File: config.mk
export PLATFORM = sky130hd
export DESIGN_NAME = cyclic_keyframe_segment_fraction
export DESIGN_NICKNAME = d
export VERILOG_FILES = /design/src/ckf_pkg.sv /design/src/ckf_key_mem.sv /design/src/ckf_div.sv /design/src/cyclic_keyframe_segment_fraction.sv
export SDC_FILE = /design/constraint.sdc
export NUM_CORES = 1
export LEC_CHECK = 0
export BUFFER_PORTS_ARGS = -buffer_cell sky130_fd_sc_hd__buf_2
export CORE_MARGIN = 2
export CORE_UTILIZATION = 35
export DETAILED_ROUTE_END_ITERATION = 8
export PLACE_DENSITY_LB_ADDON = 0.25
export SYNTH_ARGS = -nofsm -noshare
export SYNTH_HDL_FRONTEND = slang
export SYNTH_SLANG_ARGS = --single-unit
File: constraint.sdc
create_clock -name clk -period 6.57 [get_ports clk]
set_input_delay 0.657 -clock clk [delete_from_list [all_inputs] [get_ports clk]]
set_output_delay 0.657 -clock clk [all_outputs]
set_load 0.01 [all_outputs]
File: src/ckf_pkg.sv
package ckf_pkg;

  localparam int unsigned POS_W  = 16;
  localparam int unsigned FRAC_W = 17;
  localparam int unsigned QUOT_W = 16;
  localparam int unsigned IDX_W  = 4;

  localparam logic [1:0] KIND_APPEND = 2'd0;
  localparam logic [1:0] KIND_CLEAR  = 2'd1;
  localparam logic [1:0] KIND_QUERY  = 2'd2;

  localparam logic REG_MAX_POSITION = 1'b0;
  localparam logic REG_MIN_SPAN     = 1'b1;

  localparam logic [POS_W-1:0]  MAX_POSITION_RESET = 16'd25600;
  localparam logic [POS_W-1:0]  MIN_SPAN_RESET     = 16'd1;
  localparam logic [FRAC_W-1:0] FRAC_ONE           = 17'h10000;

  typedef enum logic [2:0] {
    ST_IDLE,
    ST_SCAN,
    ST_WRAP_RD,
    ST_WRAP_WAIT,
    ST_CALC,
    ST_DIV,
    ST_OUT
  } state_t;

endpackage

File: src/ckf_key_mem.sv
module ckf_key_mem
  import ckf_pkg::*;
#(
  parameter int unsigned DEPTH = 16,
  parameter int unsigned AW    = 4
) (
  input  logic             clk,
  input  logic             we,
  input  logic [AW-1:0]    wr_addr,
  input  logic [POS_W-1:0] wr_data,
  input  logic             rd_en,
  input  logic [AW-1:0]    rd_addr,
  output logic [POS_W-1:0] rd_data
);

  logic [POS_W-1:0] mem [DEPTH];

  always_ff @(posedge clk) begin
    if (we) begin
      mem[wr_addr] <= wr_data;
    end
    if (rd_en) begin
      rd_data <= mem[rd_addr];
    end
  end

endmodule

File: src/ckf_div.sv
module ckf_div
  import ckf_pkg::*;
(
  input  logic              clk,
  input  logic              rst,
  input  logic              start,
  input  logic [FRAC_W-1:0] num,
  input  logic [FRAC_W-1:0] den,
  output logic              done,
  output logic [QUOT_W-1:0] quot
);

  // Restoring division, one quotient bit per cycle. The caller guarantees
  // num < den, so the remainder always fits in FRAC_W bits.
  logic              busy;
  logic [4:0]        steps;
  logic [FRAC_W-1:0] rem;
  logic [FRAC_W-1:0] divisor;
  logic [FRAC_W:0]   rem_sh;
  logic              take;

  assign rem_sh = {rem, 1'b0};
  assign take   = rem_sh >= {1'b0, divisor};

  always_ff @(posedge clk) begin
    if (rst) begin
      busy  <= 1'b0;
      done  <= 1'b0;
      steps <= '0;
    end else begin
      done <= 1'b0;
      if (start) begin
        busy  <= 1'b1;
        steps <= 5'(QUOT_W);
      end else if (busy) begin
        steps <= steps - 5'd1;
        if (steps == 5'd1) begin
          busy <= 1'b0;
          done <= 1'b1;
        end
      end
    end
  end

  always_ff @(posedge clk) begin
    if (start) begin
      rem     <= num;
      divisor <= den;
      quot    <= '0;
    end else if (busy) begin
      if (take) begin
        rem <= FRAC_W'(rem_sh - {1'b0, divisor});
      end else begin
        rem <= rem_sh[FRAC_W-1:0];
      end
      quot <= {quot[QUOT_W-2:0], take};
    end
  end

endmodule

File: src/cyclic_keyframe_segment_fraction.sv
// Keyframe segment search on a cyclic timeline.
// Input channel (in_valid/in_ready) carries items of kind append, clear or
// query with a Q8.8 position. Append and clear give no result; a query
// gives one result item on the output channel
// (out_valid/out_ready): the Q1.16 fraction, the segment's start and end
// key indexes and the wrap flag. Kind 3 is dropped.
// Keys live in a single-port-read synchronous RAM of MAX_KEYS entries.
// A query with n >= 2 keys streams one key per cycle out of the RAM until
// the first key at or above the position, or up to the last key when there
// is none, then runs a restoring divider. When the scan stops at the first
// key, the last key is fetched from the RAM before the calculation. With
// fewer than two keys the scan and the divider are skipped. The divider is
// also skipped for a degenerate span or a fraction of zero or one.
// One item is worked on at a time; in_ready is low while a query runs.
// The result waits in an output register, so the next item is accepted
// while a stalled result is held; a new result waits for that register.
// Reset empties the key list and loads the default period and minimum span.
// Configuration (cfg_we, cfg_index, cfg_data) must be written only while idle; the block does not enforce this.
module cyclic_keyframe_segment_fraction
  import ckf_pkg::*;
#(
  parameter int unsigned MAX_KEYS = 16
) (
  input  logic              clk,
  input  logic              rst,
  input  logic              cfg_we,
  input  logic              cfg_index,
  input  logic [POS_W-1:0]  cfg_data,
  input  logic              in_valid,
  output logic              in_ready,
  input  logic [1:0]        kind,
  input  logic [POS_W-1:0]  position,
  output logic              out_valid,
  input  logic              out_ready,
  output logic [FRAC_W-1:0] fraction,
  output logic [IDX_W-1:0]  start_index,
  output logic [IDX_W-1:0]  end_index,
  output logic              wrapped
);

  localparam int unsigned AW = (MAX_KEYS > 1) ? $clog2(MAX_KEYS) : 1;
  localparam int unsigned CW = $clog2(MAX_KEYS + 1);

  state_t state, state_next;

  logic [POS_W-1:0] max_position;
  logic [POS_W-1:0] min_span;
  logic [CW-1:0]    count;
  logic [CW-1:0]    count_m1;
  logic [CW-1:0]    ia;
  logic             chk_v;
  logic [AW-1:0]    chk_idx;
  logic [POS_W-1:0] q_pos;
  logic [POS_W-1:0] first_key;
  logic [POS_W-1:0] prev_key;
  logic [POS_W-1:0] start_key;
  logic [POS_W-1:0] end_key;
  logic [AW-1:0]    s_idx;
  logic [AW-1:0]    e_idx;
  logic             wrap;
  logic [FRAC_W-1:0] frac;

  logic             accept;
  logic             mem_we;
  logic             rd_en;
  logic [AW-1:0]    rd_addr;
  logic [POS_W-1:0] rd_data;
  logic             issue;
  logic             hit;
  logic             miss_last;
  logic             out_free;

  logic [FRAC_W-1:0]   e_ext;
  logic [FRAC_W-1:0]   p_ext;
  logic signed [FRAC_W:0] span;
  logic signed [FRAC_W:0] num;
  logic             span_small;
  logic             num_nonpos;
  logic             num_sat;
  logic             div_start;
  logic             div_done;
  logic [QUOT_W-1:0] quot;

  logic [AW+IDX_W-1:0] s_ext;
  logic [AW+IDX_W-1:0] e_ext_idx;

  assign accept   = in_valid && in_ready;
  assign count_m1 = count - CW'(1);
  assign out_free = !out_valid || out_ready;
  assign mem_we   = accept && (kind == KIND_APPEND) && (count < CW'(MAX_KEYS));
  assign issue    = (state == ST_SCAN) && (ia < count);
  assign hit      = chk_v && (rd_data >= q_pos);
  assign miss_last = chk_v && !hit && (chk_idx == count_m1[AW-1:0]);

  always_comb begin
    rd_en   = 1'b0;
    rd_addr = ia[AW-1:0];
    if (issue) begin
      rd_en = 1'b1;
    end else if (state == ST_WRAP_RD) begin
      rd_en   = 1'b1;
      rd_addr = count_m1[AW-1:0];
    end
  end

  // Segment arithmetic; on a wrap the end key moves one period forward, and
  // so does a position that lies before the first key.
  always_comb begin
    e_ext = {1'b0, end_key};
    p_ext = {1'b0, q_pos};
    if (wrap) begin
      e_ext = e_ext + {1'b0, max_position};
      if (q_pos < first_key) begin
        p_ext = p_ext + {1'b0, max_position};
      end
    end
    span       = $signed({1'b0, e_ext}) - $signed({2'b0, start_key});
    num        = $signed({1'b0, p_ext}) - $signed({2'b0, start_key});
    span_small = span <= $signed({2'b0, min_span});
    num_nonpos = num <= $signed({(FRAC_W+1){1'b0}});
    num_sat    = num >= span;
  end

  assign div_start = (state == ST_CALC) && !span_small && !num_nonpos && !num_sat;

  always_comb begin
    state_next = state;
    in_ready   = 1'b0;
    case (state)
      ST_IDLE: begin
        in_ready = 1'b1;
        if (accept && kind == KIND_QUERY) begin
          state_next = (count > CW'(1)) ? ST_SCAN : ST_OUT;
        end
      end
      ST_SCAN: begin
        if (hit) begin
          state_next = (chk_idx == '0) ? ST_WRAP_RD : ST_CALC;
        end else if (miss_last) begin
          state_next = ST_CALC;
        end
      end
      ST_WRAP_RD:   state_next = ST_WRAP_WAIT;
      ST_WRAP_WAIT: state_next = ST_CALC;
      ST_CALC:      state_next = div_start ? ST_DIV : ST_OUT;
      ST_DIV: begin
        if (div_done) begin
          state_next = ST_OUT;
        end
      end
      ST_OUT: begin
        if (out_free) begin
          state_next = ST_IDLE;
        end
      end
      default: state_next = ST_IDLE;
    endcase
  end

  always_ff @(posedge clk) begin
    if (rst) begin
      state        <= ST_IDLE;
      count        <= '0;
      chk_v        <= 1'b0;
      out_valid    <= 1'b0;
      max_position <= MAX_POSITION_RESET;
      min_span     <= MIN_SPAN_RESET;
    end else begin
      state <= state_next;
      if (cfg_we) begin
        if (cfg_index == REG_MAX_POSITION) begin
          max_position <= cfg_data;
        end else begin
          min_span <= cfg_data;
        end
      end
      if (mem_we) begin
        count <= count + CW'(1);
      end else if (accept && kind == KIND_CLEAR) begin
        count <= '0;
      end
      chk_v <= issue;
      if (state == ST_OUT && out_free) begin
        out_valid <= 1'b1;
      end else if (out_ready) begin
        out_valid <= 1'b0;
      end
    end
  end

  always_ff @(posedge clk) begin
    if (accept) begin
      q_pos <= position;
      ia    <= '0;
      frac  <= '0;
      s_idx <= '0;
      e_idx <= '0;
      wrap  <= 1'b0;
    end
    if (issue) begin
      ia      <= ia + CW'(1);
      chk_idx <= ia[AW-1:0];
    end
    if (state == ST_SCAN && chk_v) begin
      if (chk_idx == '0) begin
        first_key <= rd_data;
      end
      prev_key <= rd_data;
      if (hit) begin
        e_idx   <= chk_idx;
        end_key <= rd_data;
        if (chk_idx == '0) begin
          wrap <= 1'b1;
        end else begin
          start_key <= prev_key;
          s_idx     <= chk_idx - AW'(1);
        end
      end else if (miss_last) begin
        e_idx     <= '0;
        end_key   <= first_key;
        start_key <= rd_data;
        s_idx     <= chk_idx;
        wrap      <= 1'b1;
      end
    end
    if (state == ST_WRAP_WAIT) begin
      start_key <= rd_data;
      s_idx     <= count_m1[AW-1:0];
    end
    if (state == ST_CALC) begin
      frac <= (!span_small && !num_nonpos && num_sat) ? FRAC_ONE : '0;
    end
    if (state == ST_DIV && div_done) begin
      frac <= {1'b0, quot};
    end
    if (state == ST_OUT && out_free) begin
      fraction    <= frac;
      start_index <= s_ext[IDX_W-1:0];
      end_index   <= e_ext_idx[IDX_W-1:0];
      wrapped     <= wrap;
    end
  end

  assign s_ext     = {{IDX_W{1'b0}}, s_idx};
  assign e_ext_idx = {{IDX_W{1'b0}}, e_idx};

  ckf_key_mem #(
    .DEPTH (MAX_KEYS),
    .AW    (AW)
  ) u_mem (
    .clk     (clk),
    .we      (mem_we),
    .wr_addr (count[AW-1:0]),
    .wr_data (position),
    .rd_en   (rd_en),
    .rd_addr (rd_addr),
    .rd_data (rd_data)
  );

  ckf_div u_div (
    .clk   (clk),
    .rst   (rst),
    .start (div_start),
    .num   (num[FRAC_W-1:0]),
    .den   (span[FRAC_W-1:0]),
    .done  (div_done),
    .quot  (quot)
  );

endmodule

== Word level (Yosys, flattened, before mapping) ==
Memories as Yosys holds them, arrays and structs flattened. A register that Yosys moved wholly into a read port is not among the register bits.
Index checks and enable logic that the tools add are counted.

* Logic and storage cells: 169
* Memory bits (writable): 256
* Memories kept: 1
* Output and inout port bits: 28
* Input bits: 40
* Register bits after elaboration: 240

{| class="wikitable"
|+ Memories
! name !! depth !! bits a word !! rd ports !! clocked after Yosys merged registers in !! wr ports !! line !! text
|-
| u_mem.mem || 16 || 16 || 1 || 1 || 1 || ckf_key_mem.sv:16 || <nowiki>logic [POS_W-1:0] mem [DEPTH];</nowiki>
|}

* Bitwise gates (word level): 2
* Reductions and logical operators: 43
* Magnitude comparators: 9
* Muxes and demuxes: 60
* Equal/unequal tests: 15
* Add/sub/neg operators: 10

{| class="wikitable"
|+ Operators by type and width
! operator !! number
|-
| 17-bit 2-to-1 mux || 9
|-
| 16-bit 2-to-1 mux || 8
|-
| 4-bit 2-to-1 mux || 12
|-
| 17-bit by 16-bit subtractor with 18-bit output || 2
|-
| 16-bit by 16-bit adder with 17-bit output || 2
|-
| 5-bit 2-to-1 mux || 6
|-
| 3-bit 2-to-1 mux || 7
|-
| 3-bit one-hot mux with 7 select lines || 1
|-
| 18-bit by 17-bit greater-or-equal comparator with 1-bit output || 1
|-
| 18-bit greater-or-equal comparator || 1
|-
| 18-bit by 1-bit less-or-equal comparator with 1-bit output, second input constant || 1
|-
| 18-bit by 17-bit less-or-equal comparator with 1-bit output || 1
|-
| 1-bit logical AND || 17
|-
| 17-bit subtractor || 1
|-
| 16-bit greater-or-equal comparator || 1
|-
| 16-bit < comparator || 1
|-
| 1-bit 2-to-1 mux || 16
|-
| 2-bit nonzero test || 7
|-
| 5-bit by 1-bit adder with 5-bit output, second input constant || 2
|-
| 3-bit == test, second input constant || 3
|-
| 2-bit AND reduction || 4
|-
| 4-bit by 1-bit subtractor with 4-bit output, second input constant || 2
|-
| 3-bit by 2-bit == test with 1-bit output, second input constant || 2
|-
| 3-bit nonzero test || 2
|-
| other kinds (24) || 30
|}

== Logic depth before layout (Yosys ltp) ==
* Word-level depth: 11
* Gate-level depth with buffers: 32
* Mapped depth without buffers: 30

== Hierarchy ==
Synthesis repeated with hierarchy kept, for this count alone.

* Cells, all modules: 1948
* Area, all modules: 25161.6 um^2

{| class="wikitable"
|+ Modules (own cells, without submodules)
! module !! times used !! sequential area each (um^2) !! area each (um^2) !! cells an instance
|-
| cyclic_keyframe_segment_fraction || 1 || 4974.8 || 11787.6 || 1201
|-
| ckf_key_mem || 1 || 8167.8 || 10203.5 || 432
|-
| ckf_div || 1 || 1481.4 || 3170.5 || 315
|}

== Worst setup path before layout ==
Ideal clock, no wire load.

* Path type: register to register
* From: reg q_pos[1]
* To: reg u_div.rem[0], enable pin
* Clock period less this slack: 6224 ps
* Path buffers: 1
* Setup slack: 346 ps
* Required time: 6194 ps
* Library setup time: 376 ps
* Cell stages (with the launch flop): 26
* Data arrival time: 5848 ps
* Cells stage by stage: edfxtp_1 ha_1 a21o_1 a21o_1 a2111oi_0 o31ai_1 o41ai_1 xnor2_1 o21ai_0 ha_1 a2111oi_0 a31o_2 nand2b_1 a211oi_1 nor2_1 ha_1 a21oi_1 o21ai_0 o31ai_1 nand2b_1 nor3_1 o221ai_1 o211ai_1 o2111ai_2 buf_4 nand2b_1

* Cells in the longest elaborated chain, start to end: 9
* Elaborated cells on any way between the ends: 12
* Classes of those cells: 2 x add/sub; 3 x order compare; 2 x mux; 5 x reduce/logical

{| class="wikitable"
|+ Ends and longest elaborated chain
! what !! line !! text
|-
| from (decl) || cyclic_keyframe_segment_fraction.sv:53 || <nowiki>logic [POS_W-1:0] q_pos;</nowiki>
|-
| from (signal assigned) || cyclic_keyframe_segment_fraction.sv:193 || <nowiki>q_pos <= position;</nowiki>
|-
| 16-bit by 16-bit adder with 17-bit output / 16-bit < comparator (equally long branches) || cyclic_keyframe_segment_fraction.sv:114, cyclic_keyframe_segment_fraction.sv:113 ||
|-
| 17-bit 2-to-1 mux || cyclic_keyframe_segment_fraction.sv:113 || <nowiki>if (q_pos < first_key) begin</nowiki>
|-
| 17-bit 2-to-1 mux (*) || cyclic_keyframe_segment_fraction.sv:111 || <nowiki>if (wrap) begin</nowiki>
|-
| 17-bit by 16-bit subtractor with 18-bit output (*) || cyclic_keyframe_segment_fraction.sv:118 || <nowiki>num = $signed({1'b0, p_ext}) - $signed({2'b0, start_key});</nowiki>
|-
| 18-bit by 1-bit less-or-equal comparator with 1-bit output || cyclic_keyframe_segment_fraction.sv:120 || <nowiki>num_nonpos = num <= $signed({(FRAC_W+1){1'b0}});</nowiki>
|-
| 1-bit logical NOT || cyclic_keyframe_segment_fraction.sv:124 || <nowiki>assign div_start = (state == ST_CALC) && !span_small && !num_nonpos && !num_sat;</nowiki>
|-
| 1-bit logical AND || cyclic_keyframe_segment_fraction.sv:124 ||
|-
| 1-bit logical AND (*) || cyclic_keyframe_segment_fraction.sv:124 ||
|-
| 2-bit nonzero test (no source line) (*) || -- ||
|-
| to (signal assigned) || ckf_div.sv:47 || <nowiki>rem <= num;</nowiki>
|-
| to (signal assigned) || ckf_div.sv:52 || <nowiki>rem <= FRAC_W'(rem_sh - {1'b0, divisor});</nowiki>
|-
| to (signal assigned) || ckf_div.sv:54 || <nowiki>rem <= rem_sh[FRAC_W-1:0];</nowiki>
|-
| to (decl) || ckf_div.sv:17 || <nowiki>logic [FRAC_W-1:0] rem;</nowiki>
|}

Every way passes the cells marked *; elsewhere a longest branch is shown, timed or not.
A chain may end at the register's enable or synchronous reset.

== Worst setup path in the final report ==
* From: reg end_key[0]
* To: reg u_div.rem[5] (data pin)

* Cells in the longest elaborated chain, start to end: 9
* Elaborated cells on any way between the ends: 11
* Classes of those cells: 2 x add/sub; 2 x order compare; 2 x mux; 5 x reduce/logical

{| class="wikitable"
|+ Ends and longest elaborated chain
! what !! line !! text
|-
| from (decl) || cyclic_keyframe_segment_fraction.sv:57 || <nowiki>logic [POS_W-1:0] end_key;</nowiki>
|-
| from (signal assigned) || cyclic_keyframe_segment_fraction.sv:211 || <nowiki>end_key <= rd_data;</nowiki>
|-
| from (signal assigned) || cyclic_keyframe_segment_fraction.sv:220 || <nowiki>end_key <= first_key;</nowiki>
|-
| 16-bit by 16-bit adder with 17-bit output || cyclic_keyframe_segment_fraction.sv:112 || <nowiki>e_ext = e_ext + {1'b0, max_position};</nowiki>
|-
| 17-bit 2-to-1 mux (*) || cyclic_keyframe_segment_fraction.sv:111 ||
|-
| 17-bit by 16-bit subtractor with 18-bit output (*) || cyclic_keyframe_segment_fraction.sv:117 || <nowiki>span = $signed({1'b0, e_ext}) - $signed({2'b0, start_key});</nowiki>
|-
| net span[10] || cyclic_keyframe_segment_fraction.sv:75 || <nowiki>logic signed [FRAC_W:0] span;</nowiki>
|-
| 18-bit by 17-bit less-or-equal comparator with 1-bit output || cyclic_keyframe_segment_fraction.sv:119 || <nowiki>span_small = span <= $signed({2'b0, min_span});</nowiki>
|-
| 1-bit logical NOT || cyclic_keyframe_segment_fraction.sv:124 ||
|-
| 1-bit logical AND (2 in a row) || cyclic_keyframe_segment_fraction.sv:124 ||
|-
| 1-bit logical AND (*) || cyclic_keyframe_segment_fraction.sv:124 ||
|-
| 17-bit 2-to-1 mux (*) || ckf_div.sv:46 || <nowiki>if (start) begin</nowiki>
|}

Mark *: on every way through the listed nets, which the timed path passes. The rest lies on a longest branch.

==> out/results.tsv <==
stage	metric	value	unit
status	status	completed	
worst_setup_path	Reg2Reg Depth	27	
drt	DRC Markers	0	
cts	Root Driver	clkbuf_16	
power_and_ir_drop	part of the power in registers	0.399	
power_and_ir_drop	Power Dens Cells	343	mW/mm^2
die	Starting Density	0.355	
yosys	Post-Syn Nets	2186	
timing	final setup TNS	0	ps
cells_and_area	Sequential Area	0.0146	sq mm
place	gpl congestion	0.882	
die	area of the core	0.0717	sq mm
drt	Final ANT Viol Nets	0	
worst_setup_path	flop2flop setup slack	300	ps
yosys	cell count after synthesis	1984	
yosys	Avg Cell Area, Syn	12.8	sq um
die	site row count	98	
die	I/O Pins	68	
power_and_ir_drop	maximum VDD drop	0.238	mV
worst_setup_path	Slowest-stage cell, CP	edfxtp_1	
cells_and_area	share of cells above drive strength 1	0.194	
timing	Min Clock Period, post-route	6270	ps
cts	H-tree levels	2	
cts	CTS tree	yes	
yosys	synth unique cells	75	
die	die area	0.0750	sq mm
worst_setup_path	worst stage delay on the critical path	400	ps
global_route	number of antenna violations at the first check in global routing	1	
cells_and_area	layout filler cell count	6733	
global_route	first-pass GRT wire length	95800	um
yosys	sequential area share after synthesis	0.574	
timing	skew final	61.7	ps
drt	vias per std cell	5.17	
cells_and_area	area grow syn2layout	16.5	%
yosys	Syn. warnings	0	
timing	Hold Vio Cnt, Final	0	
cells_and_area	Finished Cell Area	0.0297	sq mm
worst_setup_path	Critical Path Source	end_key[0]$_DFFE_PP_	
drt	vias	16200	
global_route	vias in the first global route	16500	
yosys	fraction of registers with async set/reset	0	
power_and_ir_drop	Clk pwr share	0.295	
cts	number of buffers created by CTS	54	
global_route	pin count of the biggest net entering global routing	52	
worst_setup_path	worst-path fanout max	7	
timing	Rel. slew slack	0.283	
worst_setup_path	R2R Path Start	end_key[0]$_DFFE_PP_	
power_and_ir_drop	P_sw	3.19	mW
cells_and_area	nets@finish	2343	
timing	final setup fails	0	
yosys	share of the synthesized area in the top cell type	0.515	
cts	clk sinks	512	
cts	Worst-path clk slew	60	ps
place	Placed Cells	3022	
yosys	Synth area leader	edfxtp_1	
timing	RSZ-0062 raised after global routing	no	
timing	hold slack	335	ps
global_route	total gr overflow	0	
timing	final worst-path cycle share	0.954	
power_and_ir_drop	total power	10.2	mW
worst_setup_path	crit path DAT	6600	ps
die	die span in x	274	um
worst_setup_path	CP Capture Type	flip-flop	
worst_setup_path	Top cell by count, worst path	a21o_1	
power_and_ir_drop	static leakage power	11.0	nW
yosys	number of flops mapped to enable cells by yosys	437	
worst_setup_path	Worst Setup EP	u_div.rem[5]$_DFFE_PP_	
yosys	#FFs+latches synth	512	
job	Max-Cap Viols	0	
worst_setup_path	Crit Path Class	reg2reg	
cts	clock tree buffer depth	3	
cells_and_area	final non-filler cell total	3135	
global_route	Total Routing Usage GR	0.165	
die	Die Ht	274	um
yosys	synth top area cells	edfxtp_1 52%, ha_1 7.7%, dfxtp_1 5.9%	
yosys	ys flop type	edfxtp_1	
cells_and_area	Multi-input gate area	0.0104	sq mm
timing	final slew viol count	0	
drt	drt first-iter violations	995	
place	port bufs	67	
power_and_ir_drop	Int Pwr	6.99	mW
power_and_ir_drop	Combinational Power Share	0.306	
yosys	synthesized cell area	0.0255	sq mm
drt	routed len/inst	19.8	um
drt	DR pass1 iterations	8	
worst_setup_path	Startpoint Class	flip-flop	
worst_setup_path	Critical Path RT	6900	ps
place	DP HPWL	43900	um
min_path	hold path start	cfg_data[2]	
worst_setup_path	FF-to-FF End	u_div.rem[5]$_DFFE_PP_	
cts	cts-stage hold buffer count	0	
timing	fmax	0.160	GHz
timing	Worst Max-Slew Pin Slew	1070	ps
drt	DRT Wirelength	62100	um
power_and_ir_drop	Net Sw Frac	0.314	
place	Post-DP Area	0.0275	sq mm
min_path	HP Class	in2reg	
cts	clk_lat worst skew	630	ps
## per-stage QoR
step	setup slack [ps]	util
floorplan	346	-
global placement	44.3	0.384
detailed placement	-60.1	0.384
CTS	1.05	0.409
global route	8.90	0.414
finish	302	0.414
## routing by layer
layer	global-route usage	up-vias	share of wire
met3	0.0205	92	0.036
met5	0	-	0
met2	0.287	289	0.50
met1	0.215	8024	0.44
li1	-	7799	-
met4	0.0473	0	0.024
## power by group through the flow
stage,Combinational [mW],Sequential [mW],Clock [mW]
after CTS,3.09,4.07,3.08
after global placement,3.02,4.13,0
final,3.11,4.07,3.00
after detailed placement,3.07,4.14,0
after floorplan,2.15,4.06,0
after global routing,3.42,4.10,3.21
## worst min path at each step
stage	end	slack, ps	cells past startpoint
final	min_span[2]$_SDFFE_PP0P_	330	3
after global routing	min_span[2]$_SDFFE_PP0P_	320	3
after CTS	min_span[2]$_SDFFE_PP0P_	300	3
after detailed placement	fraction[7]$_DFFE_PP_	410	0
after global placement	fraction[12]$_DFFE_PP_	410	0
after floorplan	fraction[0]$_DFFE_PP_	400	0
## synthesized netlist by cell type (all sizes together), types with 48 or more instances
library cell / instances
a21oi: 119
ha: 157
clkbuf: 48
o21ai: 89
nor2: 100
inv: 140
dfxtp: 75
nand2: 149
edfxtp: 437
mux2i: 49
mux2: 48
mux4: 64
## flip-flops by register name, summed over array words and instances, names as in the netlist, 5 cells and up
name	count
u_mem.mem	256
frac	17
fraction	17
u_div.divisor	17
u_div.rem	17
end_key	16
first_key	16
max_position	16
min_span	16
prev_key	16
q_pos	16
start_key	16
u_div.quot	16
u_mem.rd_data	16
count	5
ia	5
u_div.steps	5
## repair_timing
item	4_1_cts	5_1_grt
endpoints found under the hold margin	0	0
gates cloned	0	2
setup endpoints to repair	32	76
resized for setup	4	60
setup buffers	0	11
pin swaps	0	18
## critical path: cells and delay by family (launching register included)
kind / cells / cell delay [ps]
compound gates: 10 / 2210
simple gates: 7 / 1180
fa+ha+maj: 4 / 1110
mux: 2 / 540
flops: 1 / 400
buf+inv: 2 / 290
xor+xnor: 2 / 270
## final cells by class
type | count | share of cell area
antenna | 1 | 0.0000843
clock buffer | 72 | 0.0485
clock inverter | 27 | 0.00999
inverter | 140 | 0.0178
multi-input combinational | 1266 | 0.351
sequential | 512 | 0.493
tap | 950 | 0.0400
timing repair buffer | 167 | 0.0398
## cells in the final DEF, fill, tap and decap left out, types with 34 or more instances in the layout
master     netlist  routed
edfxtp_1       437     437
ha_1           157     151
nand2_1        149     149
inv_1          139     139
a21oi_1        119     115
nor2_1         100      97
buf_4            2      90
dfxtp_1         75      75
o21ai_0         86      74
buf_2            6      67
mux4_2          64      64
clkbuf_16        0      56
mux2_2          48      48
mux2i_1         49      47
nor3_1          45      38
xnor2_1         39      38
o21a_1          34      34
## cells by family (layout without fill, tap and decap cells)
kind of cell             after synthesis  count (layout)  synth area share
multiplexers                         161             161            0.0970
buffers and inverters                206             406            0.0312
AND/OR/NAND/NOR                      467             467            0.0886
AO/OA/AOI/OAI                        409             409             0.105
other                                  0               1                 0
flip-flops                           512             512             0.574
XOR/XNOR                              67              67            0.0230
adder cells (fa/ha/maj)              162             162            0.0810
(Power assumes the default switching activity.)
